===== config.mk =====
export PLATFORM = sky130hd
export DESIGN_NAME = double_ended_queue_flat
export DESIGN_NICKNAME = d
export VERILOG_FILES = /design/src/hdl/deq_pkg.sv /design/src/hdl/deq_cmd_if.sv /design/src/hdl/deq_res_if.sv /design/src/hdl/deq_cell.sv /design/src/hdl/double_ended_queue.sv /design/src/flat_wrapper.sv
export SDC_FILE = /design/constraint.sdc
export NUM_CORES = 1
export LEC_CHECK = 0
export ABC_CLOCK_PERIOD_IN_PS = 6200
export BUFFER_PORTS_ARGS = -buffer_cell sky130_fd_sc_hd__clkbuf_2
export CAP_MARGIN = 40
export CORE_MARGIN = 4
export CORE_UTILIZATION = 25
export CTS_CLUSTER_DIAMETER = 30
export DETAILED_ROUTE_END_ITERATION = 12
export GPL_ROUTABILITY_DRIVEN = 0
export PLACE_DENSITY = 0.43
export SKIP_LAST_GASP = 1
export SLEW_MARGIN = 20
export SYNTH_ARGS = -nofsm -noshare
export SYNTH_HDL_FRONTEND = slang
export SYNTH_SLANG_ARGS = --single-unit

===== constraint.sdc =====
create_clock -name clk_i -period 6.2 [get_ports clk_i]
set_input_delay 1.24 -clock clk_i [delete_from_list [all_inputs] [get_ports clk_i]]
set_output_delay 1.24 -clock clk_i [all_outputs]
set_load 0.01 [all_outputs]

===== src/hdl/deq_pkg.sv =====
// Shared types and constants for the double-ended queue.
// Depends on nothing; every other file of the block uses it.
`default_nettype none

package deq_pkg;

  // Number of cells in the chain, legal range 2 to 64.
  localparam int unsigned DEPTH       = 16;
  localparam int unsigned MAX_RESULTS = 16;
  localparam int unsigned DATA_W      = 32;
  localparam int unsigned CNT_W       = $clog2(DEPTH + 1);
  localparam int unsigned IDX_W       = (DEPTH > 1) ? $clog2(DEPTH) : 1;

  // A list reports at most this many elements.
  localparam logic [CNT_W-1:0] LIST_CAP =
    (DEPTH < MAX_RESULTS) ? CNT_W'(DEPTH) : CNT_W'(MAX_RESULTS);
  localparam logic [CNT_W-1:0] FULL_CNT = CNT_W'(DEPTH);

  typedef logic signed [DATA_W-1:0] data_t;
  typedef logic [CNT_W-1:0]         cnt_t;

  typedef enum logic [2:0] {
    CMD_PUSH_FRONT = 3'd0,
    CMD_PUSH_REAR  = 3'd1,
    CMD_POP_FRONT  = 3'd2,
    CMD_POP_REAR   = 3'd3,
    CMD_LIST       = 3'd4
  } cmd_e;

  typedef enum logic [2:0] {
    ST_PUSHED = 3'd0,
    ST_POPPED = 3'd1,
    ST_EMPTY  = 3'd2,
    ST_FULL   = 3'd3,
    ST_LISTED = 3'd4
  } status_e;

  // What every cell of the chain does in the current cycle.
  typedef enum logic [2:0] {
    OP_HOLD       = 3'd0,
    OP_SHIFT_UP   = 3'd1,  // push front: cell i takes cell i-1
    OP_WRITE_TAIL = 3'd2,  // push rear: cell at the occupancy takes the word
    OP_SHIFT_DOWN = 3'd3,  // pop front: cell i takes cell i+1
    OP_ROTATE     = 3'd4   // list step: shift down, tail takes the head
  } cell_op_e;

  typedef struct packed {
    cell_op_e op;
    cnt_t     occ;
  } cell_ctrl_t;

endpackage

`default_nettype wire


===== src/hdl/deq_cmd_if.sv =====
// Command channel of the double-ended queue: valid/ready plus cmd and value.
// Depends on deq_pkg.
`default_nettype none

interface deq_cmd_if;
  logic          valid;
  logic          ready;
  logic [2:0]    cmd;
  deq_pkg::data_t value;

  modport source (output valid, output cmd, output value, input ready);
  modport sink   (input valid, input cmd, input value, output ready);
endinterface

`default_nettype wire


===== src/hdl/deq_res_if.sv =====
// Result channel of the double-ended queue: valid/ready plus status,
// item_value and last. Depends on deq_pkg.
`default_nettype none

interface deq_res_if;
  logic           valid;
  logic           ready;
  logic [2:0]     status;
  deq_pkg::data_t item_value;
  logic           last;

  modport source (output valid, output status, output item_value, output last,
                  input ready);
  modport sink   (input valid, input status, input item_value, input last,
                  output ready);
endinterface

`default_nettype wire


===== src/hdl/deq_cell.sv =====
// One storage cell of the queue chain; takes a word from a neighbor,
// from the push input or from the head, as the broadcast control says.
// Depends on deq_pkg.
`default_nettype none

module deq_cell (
  input  logic                clk_i,
  input  deq_pkg::cell_ctrl_t ctrl_i,
  input  deq_pkg::cnt_t       idx_i,
  input  deq_pkg::data_t      push_val_i,
  input  deq_pkg::data_t      left_val_i,
  input  deq_pkg::data_t      right_val_i,
  input  deq_pkg::data_t      head_val_i,
  output deq_pkg::data_t      val_o
);

  deq_pkg::data_t val_d, val_q;

  always_comb begin
    val_d = val_q;
    case (ctrl_i.op)
      deq_pkg::OP_SHIFT_UP: begin
        val_d = left_val_i;
      end
      deq_pkg::OP_WRITE_TAIL: begin
        if (idx_i == ctrl_i.occ) begin
          val_d = push_val_i;
        end
      end
      deq_pkg::OP_SHIFT_DOWN: begin
        val_d = right_val_i;
      end
      deq_pkg::OP_ROTATE: begin
        if ((idx_i + deq_pkg::CNT_W'(1)) == ctrl_i.occ) begin
          val_d = head_val_i;
        end else begin
          val_d = right_val_i;
        end
      end
      default: begin
        val_d = val_q;
      end
    endcase
  end

  always_ff @(posedge clk_i) begin
    val_q <= val_d;
  end

  assign val_o = val_q;

endmodule

`default_nettype wire


===== src/hdl/double_ended_queue.sv =====
// Top level of the double-ended queue: command decode, list sequencer,
// output register and the chain of deq_cell storage cells.
// Depends on deq_pkg, deq_cmd_if, deq_res_if and deq_cell.
`default_nettype none

// The queue keeps its elements in a row of DEPTH cells, in order from the
// front (cell 0) to the rear (cell occupancy-1), so no ring pointers are
// needed. A push at the front shifts the whole row up by one cell and a pop
// at the front shifts it down; a push at the rear writes the cell at the
// occupancy and a pop at the rear reads the cell just below it. Each push or
// pop command answers with one result word in the next cycle; a new command
// is taken as soon as the output register is empty or its word is being
// taken, so pushes and pops run at one word per cycle when the result side
// keeps up. A list command rotates the row one cell per cycle while it is
// not held, reading the front cell each time, and makes occupancy rotations
// after it is accepted; while it runs no command is taken. The first
// min(occupancy, 16) rotations each emit one listed word, the last of them
// marked, and such a rotation waits while the output register is full and
// its word is not being taken. After a full turn the row is back in its
// original order. A list, pop or push that finds nothing to do answers with
// a single empty or full-refused word, and an unused command code is dropped
// without a result. The cells hold no reset value; only occupied cells are
// ever read, so no clearing is needed after reset.
module double_ended_queue (
  input  logic       clk_i,
  input  logic       rst_ni,
  deq_cmd_if.sink    cmd_i,
  deq_res_if.source  res_o
);

  typedef enum logic [1:0] {
    S_IDLE = 2'b01,
    S_LIST = 2'b10
  } state_e;

  state_e state_d, state_q;
  deq_pkg::cnt_t occ_d, occ_q;
  deq_pkg::cnt_t step_d, step_q;  // rotations done in the current list

  logic           out_valid_d, out_valid_q;
  logic [2:0]     out_status_d, out_status_q;
  deq_pkg::data_t out_value_d, out_value_q;
  logic           out_last_d, out_last_q;

  deq_pkg::cell_ctrl_t ctrl;
  deq_pkg::data_t      cell_val [deq_pkg::DEPTH];

  logic          out_free;
  logic          cmd_acc;
  deq_pkg::cnt_t occ_m1;
  deq_pkg::cnt_t list_n;
  logic          list_emit;
  logic          list_step;

  assign out_free    = !out_valid_q || res_o.ready;
  assign cmd_i.ready = (state_q == S_IDLE) && out_free;
  assign cmd_acc     = cmd_i.valid && cmd_i.ready;
  assign occ_m1      = occ_q - deq_pkg::CNT_W'(1);

  // Number of words the current list reports.
  assign list_n    = (occ_q < deq_pkg::LIST_CAP) ? occ_q : deq_pkg::LIST_CAP;
  assign list_emit = step_q < deq_pkg::LIST_CAP;
  // Rotations past the report limit need no output slot.
  assign list_step = (state_q == S_LIST) && (!list_emit || out_free);

  always_comb begin
    state_d      = state_q;
    occ_d        = occ_q;
    step_d       = step_q;
    out_valid_d  = out_valid_q && !res_o.ready;
    out_status_d = out_status_q;
    out_value_d  = out_value_q;
    out_last_d   = out_last_q;
    ctrl.op      = deq_pkg::OP_HOLD;
    ctrl.occ     = occ_q;

    if (cmd_acc) begin
      case (cmd_i.cmd)
        deq_pkg::CMD_PUSH_FRONT, deq_pkg::CMD_PUSH_REAR: begin
          out_valid_d = 1'b1;
          out_value_d = '0;
          out_last_d  = 1'b1;
          if (occ_q == deq_pkg::FULL_CNT) begin
            out_status_d = deq_pkg::ST_FULL;
          end else begin
            out_status_d = deq_pkg::ST_PUSHED;
            occ_d        = occ_q + deq_pkg::CNT_W'(1);
            ctrl.op      = (cmd_i.cmd == deq_pkg::CMD_PUSH_FRONT) ?
                           deq_pkg::OP_SHIFT_UP : deq_pkg::OP_WRITE_TAIL;
          end
        end
        deq_pkg::CMD_POP_FRONT, deq_pkg::CMD_POP_REAR: begin
          out_valid_d = 1'b1;
          out_last_d  = 1'b1;
          if (occ_q == '0) begin
            out_status_d = deq_pkg::ST_EMPTY;
            out_value_d  = '0;
          end else begin
            out_status_d = deq_pkg::ST_POPPED;
            occ_d        = occ_m1;
            if (cmd_i.cmd == deq_pkg::CMD_POP_FRONT) begin
              out_value_d = cell_val[0];
              ctrl.op     = deq_pkg::OP_SHIFT_DOWN;
            end else begin
              out_value_d = cell_val[occ_m1[deq_pkg::IDX_W-1:0]];
            end
          end
        end
        deq_pkg::CMD_LIST: begin
          if (occ_q == '0) begin
            out_valid_d  = 1'b1;
            out_status_d = deq_pkg::ST_EMPTY;
            out_value_d  = '0;
            out_last_d   = 1'b1;
          end else begin
            state_d = S_LIST;
            step_d  = '0;
          end
        end
        default: begin
          // Unused codes leave everything as it is.
        end
      endcase
    end else if (list_step) begin
      ctrl.op = deq_pkg::OP_ROTATE;
      if (list_emit) begin
        out_valid_d  = 1'b1;
        out_status_d = deq_pkg::ST_LISTED;
        out_value_d  = cell_val[0];
        out_last_d   = (step_q + deq_pkg::CNT_W'(1)) == list_n;
      end
      step_d = step_q + deq_pkg::CNT_W'(1);
      if (step_q == occ_m1) begin
        state_d = S_IDLE;
      end
    end
  end

  always_ff @(posedge clk_i or negedge rst_ni) begin
    if (!rst_ni) begin
      state_q     <= S_IDLE;
      occ_q       <= '0;
      step_q      <= '0;
      out_valid_q <= 1'b0;
    end else begin
      state_q     <= state_d;
      occ_q       <= occ_d;
      step_q      <= step_d;
      out_valid_q <= out_valid_d;
    end
  end

  always_ff @(posedge clk_i) begin
    out_status_q <= out_status_d;
    out_value_q  <= out_value_d;
    out_last_q   <= out_last_d;
  end

  assign res_o.valid      = out_valid_q;
  assign res_o.status     = out_status_q;
  assign res_o.item_value = out_value_q;
  assign res_o.last       = out_last_q;

  // The chain of cells; cell 0 holds the front element.
  for (genvar i = 0; i < deq_pkg::DEPTH; i++) begin : g_cell
    deq_pkg::data_t left_val;
    deq_pkg::data_t right_val;

    if (i == 0) begin : g_first
      assign left_val = cmd_i.value;
    end else begin : g_mid_l
      assign left_val = cell_val[i-1];
    end

    if (i == deq_pkg::DEPTH - 1) begin : g_last
      assign right_val = cell_val[0];
    end else begin : g_mid_r
      assign right_val = cell_val[i+1];
    end

    deq_cell u_cell (
      .clk_i       (clk_i),
      .ctrl_i      (ctrl),
      .idx_i       (deq_pkg::CNT_W'(i)),
      .push_val_i  (cmd_i.value),
      .left_val_i  (left_val),
      .right_val_i (right_val),
      .head_val_i  (cell_val[0]),
      .val_o       (cell_val[i])
    );
  end

`ifndef SYNTHESIS
  a_occ_bound : assert property (@(posedge clk_i) disable iff (!rst_ni)
    occ_q <= deq_pkg::FULL_CNT)
    else $error("occupancy above depth");

  a_list_blocks : assert property (@(posedge clk_i) disable iff (!rst_ni)
    state_q == S_LIST |-> !cmd_i.ready)
    else $error("command taken during a list");

  a_list_keeps_occ : assert property (@(posedge clk_i) disable iff (!rst_ni)
    state_q == S_LIST |=> occ_q == $past(occ_q))
    else $error("list changed the occupancy");

  a_single_result : assert property (@(posedge clk_i) disable iff (!rst_ni)
    cmd_acc && (cmd_i.cmd == deq_pkg::CMD_PUSH_FRONT ||
                cmd_i.cmd == deq_pkg::CMD_PUSH_REAR ||
                cmd_i.cmd == deq_pkg::CMD_POP_FRONT ||
                cmd_i.cmd == deq_pkg::CMD_POP_REAR)
    |=> out_valid_q && out_last_q)
    else $error("push or pop gave no final result");

  a_list_start : assert property (@(posedge clk_i) disable iff (!rst_ni)
    cmd_acc && cmd_i.cmd == deq_pkg::CMD_LIST && occ_q != '0 |=> state_q == S_LIST)
    else $error("list of a filled queue did not start");
`endif

endmodule

`default_nettype wire

===== src/flat_wrapper.sv =====
// flat-port wrapper written by rule: the top's interface ports become plain ports
module double_ended_queue_flat 
  (clk_i, rst_ni, cmd_i_valid, cmd_i_cmd, cmd_i_value, cmd_i_ready, res_o_valid, res_o_status, res_o_item_value, res_o_last, res_o_ready);
  deq_cmd_if cmd_i_i ();
  deq_res_if res_o_i ();
  input  logic clk_i;
  input  logic rst_ni;
  input wire logic [$bits(cmd_i_i.valid)-1:0] cmd_i_valid;
  input wire logic [$bits(cmd_i_i.cmd)-1:0] cmd_i_cmd;
  input wire logic [$bits(cmd_i_i.value)-1:0] cmd_i_value;
  output wire logic [$bits(cmd_i_i.ready)-1:0] cmd_i_ready;
  output wire logic [$bits(res_o_i.valid)-1:0] res_o_valid;
  output wire logic [$bits(res_o_i.status)-1:0] res_o_status;
  output wire logic [$bits(res_o_i.item_value)-1:0] res_o_item_value;
  output wire logic [$bits(res_o_i.last)-1:0] res_o_last;
  input wire logic [$bits(res_o_i.ready)-1:0] res_o_ready;
  assign cmd_i_i.valid = cmd_i_valid;
  assign cmd_i_i.cmd = cmd_i_cmd;
  assign cmd_i_i.value = cmd_i_value;
  assign cmd_i_ready = cmd_i_i.ready;
  assign res_o_valid = res_o_i.valid;
  assign res_o_status = res_o_i.status;
  assign res_o_item_value = res_o_i.item_value;
  assign res_o_last = res_o_i.last;
  assign res_o_i.ready = res_o_ready;
  double_ended_queue u_core (.clk_i(clk_i), .rst_ni(rst_ni), .cmd_i(cmd_i_i), .res_o(res_o_i));
endmodule

## Yosys cells after proc, flatten, opt, wreduce, memory -nomap -nowiden

Index checks and enable logic that the tools add are counted.

- Register bits after elaboration: 561
- Word-level logic and storage cells: 218

- Add/subtract/negate cells: 3
- Order comparisons: 3
- Equal/unequal tests: 52
- Mux-type cells: 94
- Bitwise gates (word level): 1
- Reduce and logical (&&, ||, !) cells: 42

Operators by type and width:

| operator | number |
|---|---|
| 32-bit one-hot mux with 4 select lines | 15 |
| 32-bit 2-to-1 mux | 39 |
| 32-bit one-hot mux with 3 select lines | 2 |
| 32-bit binary-select mux with 4-bit select | 1 |
| 4-bit by 5-bit equality test with 1-bit output, first input constant | 8 |
| 2-bit != test, second input constant | 20 |
| 5-bit 2-to-1 mux | 7 |
| 2-bit AND reduction | 15 |
| 3-bit 2-to-1 mux | 8 |
| 3-bit by 5-bit equality test with 1-bit output, first input constant | 4 |
| 2-bit 2-to-1 mux | 9 |
| 4-bit AND reduction | 4 |
| 3-bit by 2-bit equality test with 1-bit output, second input constant | 4 |
| 5-bit by 1-bit adder with 5-bit output, second input constant | 2 |
| 2-bit by 5-bit equality test with 1-bit output, first input constant | 2 |
| 5-bit equality test | 2 |
| 5-bit less-than comparator, second input constant | 2 |
| 5-bit one-hot mux with 2 select lines | 1 |
| 3-bit one-hot mux with 3 select lines | 1 |
| 1-bit 2-to-1 mux | 8 |
| 2-bit nonzero test | 4 |
| 3-bit by 1-bit equality test with 1-bit output, second input constant | 2 |
| 3-bit equality test, second input constant | 2 |
| 3-bit != test, second input constant | 2 |
| other kinds (21) | 31 |

## Longest topological paths before layout

- Depth in word-level cells: 10
- Depth in mapped cells: 14
- Gate-level depth less buffers: 7

## Cells and area by module

Synthesis repeated with hierarchy kept, for this count alone.

- Cell total of the unflattened synthesis: 4331
- Area total of the unflattened synthesis: 44222.4 µm²

By module, submodules not included:

| module | instances | cells an instance | area each (µm²) | seq. area each (µm²) |
|---|---|---|---|---|
| deq_cell | 16 | 242 | 2368.5 | 960.9 |
| double_ended_queue | 1 | 459 | 6326.1 | 1407.6 |

## Worst setup path after synthesis

No wires, ideal clock.

- Path kind: register to register
- From: reg u_core.occ_q[0]
- To: reg u_core.g_cell[0].u_cell.val_q[0] (enable)
- Setup time: 0.474 ns
- Data arrival time: 5.232 ns
- Required time: 5.726 ns
- Path slack: 0.494 ns
- Stages on the path, launching flop included: 13
- Buffers on the path: 6
- Path through: dfrtp_1 clkbuf_1 buf_2 clkinv_1 clkbuf_1 ha_1 nor4bb_1 nor2_1 and3_1 clkbuf_1 buf_2 buf_2 a221oi_1

- Cells in the longest elaborated chain, start to end: 7
- Elaborated cells between the ends (all ways): 15
- Classes of those cells: eq/ne: 8; mux: 4; reduce/logical: 3

RTL lines:

| what | RTL line | RTL |
|---|---|---|
| from (decl) | double_ended_queue.sv:37 | `deq_pkg::cnt_t occ_d, occ_q;` |
| from (signal assigned) | double_ended_queue.sv:142 | `occ_q <= '0;` |
| from (signal assigned) | double_ended_queue.sv:147 | `occ_q <= occ_d;` |
| 5-bit equality test or 5-bit zero test (tied branches) | double_ended_queue.sv:83, deq_cell.sv:26, double_ended_queue.sv:95 |  |
| 3-bit 2-to-1 mux, on equally long branches | double_ended_queue.sv:83, double_ended_queue.sv:95 |  |
| 3-bit one-hot mux with 2 select lines | double_ended_queue.sv:78 | `case (cmd_i.cmd)` |
| 3-bit 2-to-1 mux | double_ended_queue.sv:77 | `if (cmd_acc) begin` |
| 3-bit by 2-bit equality test with 1-bit output, or another cell as far along | deq_cell.sv:21 | `case (ctrl_i.op)` |
| 2-bit by 1-bit != test with 1-bit output (no source line), or another cell as far along | n/a |  |
| 3-bit AND reduction (no source line) * | n/a |  |
| to (signal assigned) | deq_cell.sv:47 | `val_q <= val_d;` |
| to (decl) | deq_cell.sv:17 | `deq_pkg::data_t val_d, val_q;` |

Every way passes the cells marked *; elsewhere a longest branch is shown, timed or not.
A chain may end at the register's enable or synchronous reset.

## Worst setup path in the final report

- From: reg u_core.occ_q[1]
- To: reg u_core.g_cell[15].u_cell.val_q[15] (enable)

- Cells in the longest elaborated chain, start to end: 8
- Elaborated cells between the ends (all ways): 15
- Classes of those cells: eq/ne: 7; mux: 4; reduce/logical: 4

RTL lines:

| what | RTL line |
|---|---|
| 5-bit equality test or 5-bit zero test (tied branches) | double_ended_queue.sv:83, double_ended_queue.sv:95 |
| 3-bit 2-to-1 mux, on equally long branches | double_ended_queue.sv:83, double_ended_queue.sv:95 |
| 3-bit one-hot mux with 2 select lines | double_ended_queue.sv:78 |
| 3-bit 2-to-1 mux | double_ended_queue.sv:77 |
| 3-bit equality test or 3-bit by 2-bit equality test with 1-bit output (tied branches) | deq_cell.sv:21 |
| 2-bit OR reduction (no source line) | n/a |
| 3-bit nonzero test (no source line) | n/a |
| 2-bit AND reduction (no source line) * | n/a |
| to (signal assigned) | deq_cell.sv:47 |
| to (decl) | deq_cell.sv:17 |

Marks and branches as above.

==> results.yml <==
critical_path:
  critPathMostFrequentCell: "buf_4"
  critPathArrivalTime_ns: 4.32
  crit_buf_inv: 3
  worstPathRequired_ns: 6.64
  r2r_cells: 9
  timing.rr.start: "u_core.occ_q[1]$_DFFE_PN0P_"
  rrSetupSlack_ns: 2.32
  crit_chain: "inv_1 > ha_4 > nor4bb_1 > nor2_1 > o21ai_1 > o21a_1 > buf_4 > nand2_2 > buf_4"
  cp_slowest_cell: "nor4bb_1"
  cp_num_cells: 9
  critPathLaunchType: "flop"
  cp_max_fo: 16
  crit_type: "flop to flop"
  cpLargestDelayFamily: "simple AND/OR/NAND/NOR gates"
  timing.rr.end: "u_core.g_cell[15].u_cell.val_o[15]$_DFFE_PP_"
  worst_setup_path_end_kind: "flop"
  slowest_delay_ns: 0.60
outcome:
  status: "finished clean"
grt:
  antenna_found_initial: 2
  grt_remaining_overflow: 0
  first_global_vias: 26831
  grt_use_total: 0.203
  grt_max_degree: 142
  grt_pass1_wl_um: 201000
timing:
  max-slew-margin-rel: 0.381
  max_freq_ghz: 0.257
  period_needed_ns: 3.88
  post-route-period-util: 0.627
  setup_viol: 0
  hold_violations: 0
  fin_hold_ws_ns: 0.412
  drv_slew: 0
  clock_skew_ns: 0.0331
  fin_tns_setup_ns: 0
  worst_pin_slew_ns: 0.927
  fin_ws_ns: 2.32
  rsz0062_at_grt: "false"
drt:
  routed_wl_um: 142000
  via_per_inst: 5.82
  vias: 27285
  drtAntennaViolNets: 0
  drc: 0
  wire_per_inst_um: 30.3
  first_pass_iters: 5
  drt-initial-drc-count: 3915
synthesis:
  netlist_area_sq_mm: 0.0320
  avgSynthCellArea_sq_um: 11.3
  syn_nets: 2880
  ys_types: 60
  syn_inst: 2834
  synth_flop_cell: "edfxtp_1"
  synthArstFlopShare: 0.0232
  ys_seq_area_frac: 0.524
  synth_largest_area_cell: "edfxtp_1"
  yosys_warnings: 0
  synth_seq_cells: 561
  synth_edf_count: 548
  synth.area.top_cells: "edfxtp_1 51%, a22oi_1 9.4%, mux4_2 9.0%"
  ys_top_cells_by_count: "548 x edfxtp_1, 497 x nor2_1, 427 x a21oi_1"
  synth_top_area_frac: 0.514
  synth.most_common_cell: "edfxtp_1"
place:
  place_hpwl_um: 80900
  place_inst: 4375
  io_buffers: 76
  dp_slack_ns: 1.79
pwr:
  power_density_mw_per_mm2: 316
  cellLeakagePower_nw: 13.0
  ir_drop_mv: 0.160
clock_tree:
  cts_buffer_depth: 3
  cts_resized: 0
  cts_setup_buffers: 0
  cts_max_level: 4
  hold_buffers: 0
  cts_tree: "yes"
  cts_sinks: 561
  cts_root_buf: "clkbuf_16"
  clk_latency_ns: 0.75
  numCtsBuffers: 168
  path_clk_slew_ns: 0.04
floorplan:
  initial_core_util: 0.251
  die-area_sq_mm: 0.134
  core.rowCount: 131
  dieWidth_um: 366
  die_y_um: 366
  num_io_pins: 77
  core-area_sq_mm: 0.127
cells_and_area:
  drive_gt1_frac: 0.248
  syn_to_final_growth_pct: 27.3
  fin_util: 0.320
  nNetsFinal: 2929
  layout.cells.non_filler: 4686
min_path:
  hp-class: "primary input to asynchronous set/reset pin"
job:
  drv_cap: 0
==> cells in the final DEF, fill, tap and decap left out, types with 26 or more instances in the layout <==
cell       count
a21oi_1      423
nor2_1       485
a22o_1        32
clkbuf_2      76
o221ai_1      32
mux4_2       128
a221oi_1      32
a22oi_1      402
o21ai_0       37
bufinv_16     26
mux2_2        99
nand2_1       75
buf_4         94
a21o_1        34
clkinv_1      34
clkbuf_1      26
clkinv_2      30
clkbuf_16    172
edfxtp_1     548
==> metrics by stage <==
| stage | cell area [sq um] | total power, mW |
|---|---|---|
| after floorplan | 32000 | 4.20 |
| after global placement | 34600 | 4.23 |
| after detailed placement | 35000 | 4.23 |
| after CTS | 40700 | 13.0 |
| after global routing | 40700 | 13.2 |
| final | 40700 | 12.9 |
==> registers in the layout (all words and copies together) (netlist names) <==
name / cells
u_core.res_o.valid: 1
u_core.step_q: 5
u_core.state_q: 2
u_core.occ_q: 5
u_core.g_cell.u_cell.val_o: 512
u_core.res_o.status: 3
u_core.res_o.item_value: 32
u_core.res_o.last: 1
==> logic make-up after synthesis <==
group                      Yosys count  share of synthesized area
buffers and inverters              325                     0.0459
and+or+nand+nor                    620                     0.0773
AOI/OAI and AO/OA                 1077                      0.220
adders and majority gates            7                    0.00274
DFF                                561                      0.524
muxes                              228                      0.125
xor gates and xnor gates            16                    0.00438
==> worst max path at each step <==
stage,from,to,slack [ns]
final,u_core.occ_q[1]$_DFFE_PN0P_,u_core.g_cell[15].u_cell.val_o[15]$_DFFE_PP_,2.32
after global routing,u_core.occ_q[1]$_DFFE_PN0P_,u_core.g_cell[15].u_cell.val_o[15]$_DFFE_PP_,2.12
after CTS,u_core.occ_q[0]$_DFFE_PN0P_,u_core.res_o.item_value[14]$_DFFE_PP_,2.33
after detailed placement,res_o_ready,u_core.g_cell[0].u_cell.val_o[17]$_DFFE_PP_,1.79
after global placement,cmd_i_cmd[0],u_core.g_cell[2].u_cell.val_o[5]$_DFFE_PP_,1.71
after floorplan,u_core.occ_q[0]$_DFFE_PN0P_,u_core.g_cell[0].u_cell.val_o[0]$_DFFE_PP_,0.49
==> where the power goes <==
| part | switching, mW | internal, mW |
|---|---|---|
| Clock | 2.63 | 6.08 |
| Sequential | 0.0000000000000000321 | 4.12 |
| Combinational | 0.0319 | 0.0205 |
==> layer usage <==
| layer | vias up | wire length (um) | GRT usage |
|---|---|---|---|
| li1 | 11292 | - | - |
| met1 | 14144 | 59400 | 0.272 |
| met2 | 1545 | 65400 | 0.318 |
| met3 | 304 | 11900 | 0.0441 |
| met4 | 0 | 5030 | 0.0823 |
| met5 | - | 0 | 0 |
==> cell type report <==
type	instances	area, sq um
fill	12764	86600
multi-input combinational	1948	14400
sequential	561	16800
timing repair buffer	198	1720
antenna	3	7.51
clock inverter	110	1320
tap	1662	2080
clock buffer	198	4400
inverter	6	22.5
No activity file was read; power rests on OpenSTA's default activity.
